`src/rtl/prefix_price_table_defines.svh`:
```
// ============================================================================
// prefix_price_table_defines.svh
// Assertion macros for the prefix price table RTL.
// ============================================================================
`ifndef PREFIX_PRICE_TABLE_DEFINES_SVH
`define PREFIX_PRICE_TABLE_DEFINES_SVH

`ifndef SYNTHESIS

// Same-cycle implication, checked on every rising clock edge out of reset
`define PPT_ASSERT_IMPL(lbl, clk, rst_n, ante, cons, msg) \
    lbl: assert property (@(posedge clk) disable iff (!rst_n) (ante) |-> (cons)) \
        else $error(msg);

// Next-cycle implication, checked on every rising clock edge out of reset
`define PPT_ASSERT_NEXT(lbl, clk, rst_n, ante, cons, msg) \
    lbl: assert property (@(posedge clk) disable iff (!rst_n) (ante) |=> (cons)) \
        else $error(msg);

`else

`define PPT_ASSERT_IMPL(lbl, clk, rst_n, ante, cons, msg)
`define PPT_ASSERT_NEXT(lbl, clk, rst_n, ante, cons, msg)

`endif

`endif

```
`src/rtl/ppt_ram.sv`:
```
// ============================================================================
// ppt_ram
// Simple dual-port RAM: one write port, one read port with registered data.
// ============================================================================
module ppt_ram #(
    parameter int WIDTH = 8,
    parameter int DEPTH = 16
) (
    input  logic                                    i_clk,
    input  logic                                    i_we,
    input  logic [((DEPTH > 1) ? $clog2(DEPTH) : 1)-1:0] i_waddr,
    input  logic [WIDTH-1:0]                        i_wdata,
    input  logic [((DEPTH > 1) ? $clog2(DEPTH) : 1)-1:0] i_raddr,
    output logic [WIDTH-1:0]                        o_rdata
);

    logic [WIDTH-1:0] r_mem [DEPTH];
    logic [WIDTH-1:0] r_rdata;

    // Write and registered read
    always_ff @(posedge i_clk) begin
        if (i_we) begin
            r_mem[i_waddr] <= i_wdata;
        end
        r_rdata <= r_mem[i_raddr];
    end

    assign o_rdata = r_rdata;

endmodule

```
`config.mk`:
```
export PLATFORM = sky130hd
export DESIGN_NAME = ppt_ram
export DESIGN_NICKNAME = d
export VERILOG_FILES = /design/src/rtl/prefix_price_table_defines.svh /design/src/rtl/ppt_ram.sv
export SDC_FILE = /design/constraint.sdc
export NUM_CORES = 1
export LEC_CHECK = 0
export BUFFER_PORTS_ARGS = -buffer_cell sky130_fd_sc_hd__buf_4
export CAP_MARGIN = 15
export CORE_MARGIN = 4
export CORE_UTILIZATION = 55
export DETAILED_ROUTE_END_ITERATION = 10
export GPL_TIMING_DRIVEN = 1
export HOLD_SLACK_MARGIN = 0.02
export PLACE_DENSITY = 0.84
export SETUP_SLACK_MARGIN = 0.5
export SLEW_MARGIN = 30
export SYNTH_ARGS = -nofsm -noshare
export SYNTH_HDL_FRONTEND = slang
export SYNTH_SLANG_ARGS = --single-unit
export TNS_END_PERCENT = 20
```
`constraint.sdc`:
```
create_clock -name i_clk -period 4.42 [get_ports i_clk]
set_input_delay 0.442 -clock i_clk [delete_from_list [all_inputs] [get_ports i_clk]]
set_output_delay 0.442 -clock i_clk [all_outputs]
set_load 0.02 [all_outputs]
```
; After elaboration in Yosys (flattened, before gate mapping)
; Memories as Yosys holds them, arrays and structs flattened. A register that Yosys moved wholly into a read port is not among the register bits.
; Cells that the tools add are included.
[totals]
regBits = 0
mem_bits_rw = 128
input_bits = 18
output_inout_bits = 8
n_memories = 1
[op_classes]
muxes = 2
[memory_table]
columns = name, depth, word_bits, read_ports, rd_clocked_by_memory_dff, write_ports, line
row1 = r_mem, 16, 8, 1, 1, 1, ppt_ram.sv:17  ; logic [WIDTH-1:0] r_mem [DEPTH];
[op_table]
columns = cell, n
row1 = $mux W1, 2

; Logic depth before layout (Yosys ltp)
[depth]
ltp_word = 2
mapped_depth = 5
depth_no_buf = 3

; Worst setup path after synthesis
; OpenSTA, ideal clock, no wires.
[synth_timing]
path_type = input to register
from = input i_waddr[2] (netlist bit)
to = memory r_mem[0][0] (enable)
setup_ns = 0.383
t_arrival_ns = 1.552
path_slack_ns = 2.485
stages = 2
n_path_buf = 0
cell_sequence = or3b_2 > nor3_1
[synth_lines]
columns = element, line
row1 = start: declaration, ppt_ram.sv:11  ; input logic [((DEPTH > 1) ? $clog2(DEPTH) : 1)-1:0] i_waddr,
row2 = end: declaration, ppt_ram.sv:17
; Straight into the memory's write port.

==> flow_metrics.tcl <==
set metrics [dict create \
    relSlewSlack_pct 36.4 \
    ys.warnings.count 0 \
    wl_per_cell_um 26.4 \
    htreeDepth 4 \
    vias 2482 \
    synthDistinctLibCells 19 \
    postCtsSetupBuffers 0 \
    syn_avg_cell_area_um2 22.5 \
    gr-total-overflow 0 \
    final_util_pct 65.6 \
    die-width_um 105 \
    end_kind "flop" \
    min_period_ns 1.60 \
    hold_buffers 0 \
    cap_violations 0 \
    cts_buffer_depth 2 \
    synth_area_leader_cell "edfxtp_1" \
    rows 35 \
    dieArea_mm2 0.0110 \
    criticalPathCategory "in -> reg" \
    peakVddDrop_mv 0.271 \
    cts_tree "yes" \
    root_buffer "clkbuf_8" \
    min_path_type "in -> reg" \
    antenna_cells 0 \
    synthFlopType "edfxtp_1" \
    grt_pass1_vias 2572 \
    drive_gt1_share_pct 28.4 \
    synth_area_mm2 0.00515 \
    whs_ns 0.248 \
    yosysMostFrequentCell "edfxtp_1" \
    fin_crit_sh_pct 36.2 \
    synthArstFlopShare_pct 0 \
    globalRouteTotalUtil_pct 20.1 \
    worstPathMaxFanout 32 \
    cts.sinks 136 \
    tns_ns 0 \
    firstDrtPassIters 6 \
    status "complete, no violations" \
    finalPower_uw 3010 \
    via_per_inst 6.38 \
    fmax_ghz 0.625 \
    synth_nets 247 \
    dp_hpwl_um 5860 \
    io_pins 26 \
    port_buffers 25 \
    cts_buffers 17 \
    ys_seq_area_share_pct 77.8 \
    hold_viol 0 \
    skew_ns 0.0116 \
    rrSetupSlack_ns 2.94 \
    synth_seq_cells 136 \
    synthCells 229 \
    core_mm2 0.00920 \
    power.density_mw_per_mm2 499 \
    synthTopCellsByArea "edfxtp_1 75%, mux4_2 7.9%, mux4_1 7.1%" \
    tightest_slew_ns 0.950 \
    synth_edf_count 128 \
    die_y_um 105 \
    required_ns 4.81 \
    grt_max_degree 33 \
    place_congestion 0.740 \
    ys_top_cells_by_count "128 x edfxtp_1, 18 x mux4_2, 16 x a22oi_1, 14 x mux4_1, 13 x nor2_1" \
    clkTransAtPathRegs_ns 0.06 \
    arrival_ns 1.99 \
    initial_core_util_pct 56.0 \
    synth_top_area_share_pct 74.7 \
    setup_violations 0 \
    rsz0062_at_grt "no" \
    drcViolationCount 0 \
    slew_viol_final 0 \
    ctsResizeCount 0 \
    ant_nets 0 \
    final_nets 283 \
    p_leak_uw 0.00203 \
    antenna_found_initial 0 \
    synthToLayoutAreaGrowth_pct 17.3 \
    start_kind "input port" \
    insertion_delay_ns 0.52 \
    drt-initial-drc-count 338 \
    routed_wl_um 10300 \
    grt_pass1_wl_um 15600 \
    pre_cts_ws_ns 2.17 \
    layout_setup_ws_ns 2.82 \
]
cells by family after synthesis:
family | synth area share [%]
buffers and inverters | 1.68
DFF | 77.8
AOI/OAI and AO/OA | 2.33
muxes | 15.0
and+or+nand+nor | 3.18
final cells by class:
cell class              instances  area, um^2
clock inverters                 8        77.6
repair buffers                 27         203
clock buffers                  24         546
fillers                       572        3160
multi-input cells              83        1070
flip-flops and latches        136        4000
well taps                     111         139
final timing paths:
path	startpoint	end	cells after the start
worst max-delay path	i_raddr[0]	o_rdata[5]$_DFF_P_	4
worst min register to register	r_mem[12][3]$_DFFE_PP_	o_rdata[3]$_DFF_P_	3
worst max register to register	r_mem[1][3]$_DFFE_PP_	o_rdata[3]$_DFF_P_	3
worst min-delay path	i_wdata[3]	r_mem[3][3]$_DFFE_PP_	1
layout by cell type, fill, tap and decap left out:
cell | netlist | layout
nor2b_1 | 1 | 1
nand2_1 | 9 | 9
nand3b_1 | 2 | 2
clkbuf_1 | 0 | 1
clkinv_4 | 0 | 2
clkinvlp_4 | 0 | 2
nor2_1 | 13 | 13
mux4_1 | 14 | 14
nand3_1 | 1 | 1
a22oi_1 | 16 | 16
and2_1 | 1 | 1
and2b_1 | 1 | 1
or3b_2 | 1 | 1
buf_4 | 1 | 27
nor3_1 | 4 | 2
edfxtp_1 | 128 | 128
clkinv_2 | 0 | 3
clkbuf_8 | 0 | 3
bufinv_16 | 0 | 1
dfxtp_1 | 8 | 8
clkbuf_16 | 0 | 20
nor3_2 | 0 | 2
nand2b_1 | 2 | 2
mux4_2 | 18 | 18
critical path, stage by stage:
cell and delay (ns):
buf_4 0.47, mux4_1 0.66, a22oi_1 0.30, nand2_1 0.11
per-layer routing:
| layer | vias to the layer above | wire (um) | GRT usage (%) |
|---|---|---|---|
| met3 | 14 | 961 | 5.62 |
| met1 | 1258 | 3850 | 25.7 |
| met2 | 163 | 5280 | 32.4 |
| met4 | 0 | 184 | 8.62 |
| met5 | - | 0 | 0 |
| li1 | 1047 | - | - |
through the flow:
step | instance area (um^2) | instances
after floorplan | 5150 | 229
after global placement | 5400 | 357
after detailed placement | 5410 | 357
after CTS | 6030 | 389
after global routing | 6040 | 389
final | 6040 | 389
state kept, by name (all words and copies together), names as in the netlist:
signal and flops:
o_rdata 8, r_mem 128
power by group:
group	leakage (uW)	total [uW]	switching, uW	internal, uW
Clock	0.000304	1410	505	910
Sequential	0.00122	1450	9.22	1440
Combinational	0.000504	146	85.6	60.7
Total	0.00203	3010	599	2410
No activity file was read; power rests on OpenSTA's default activity.
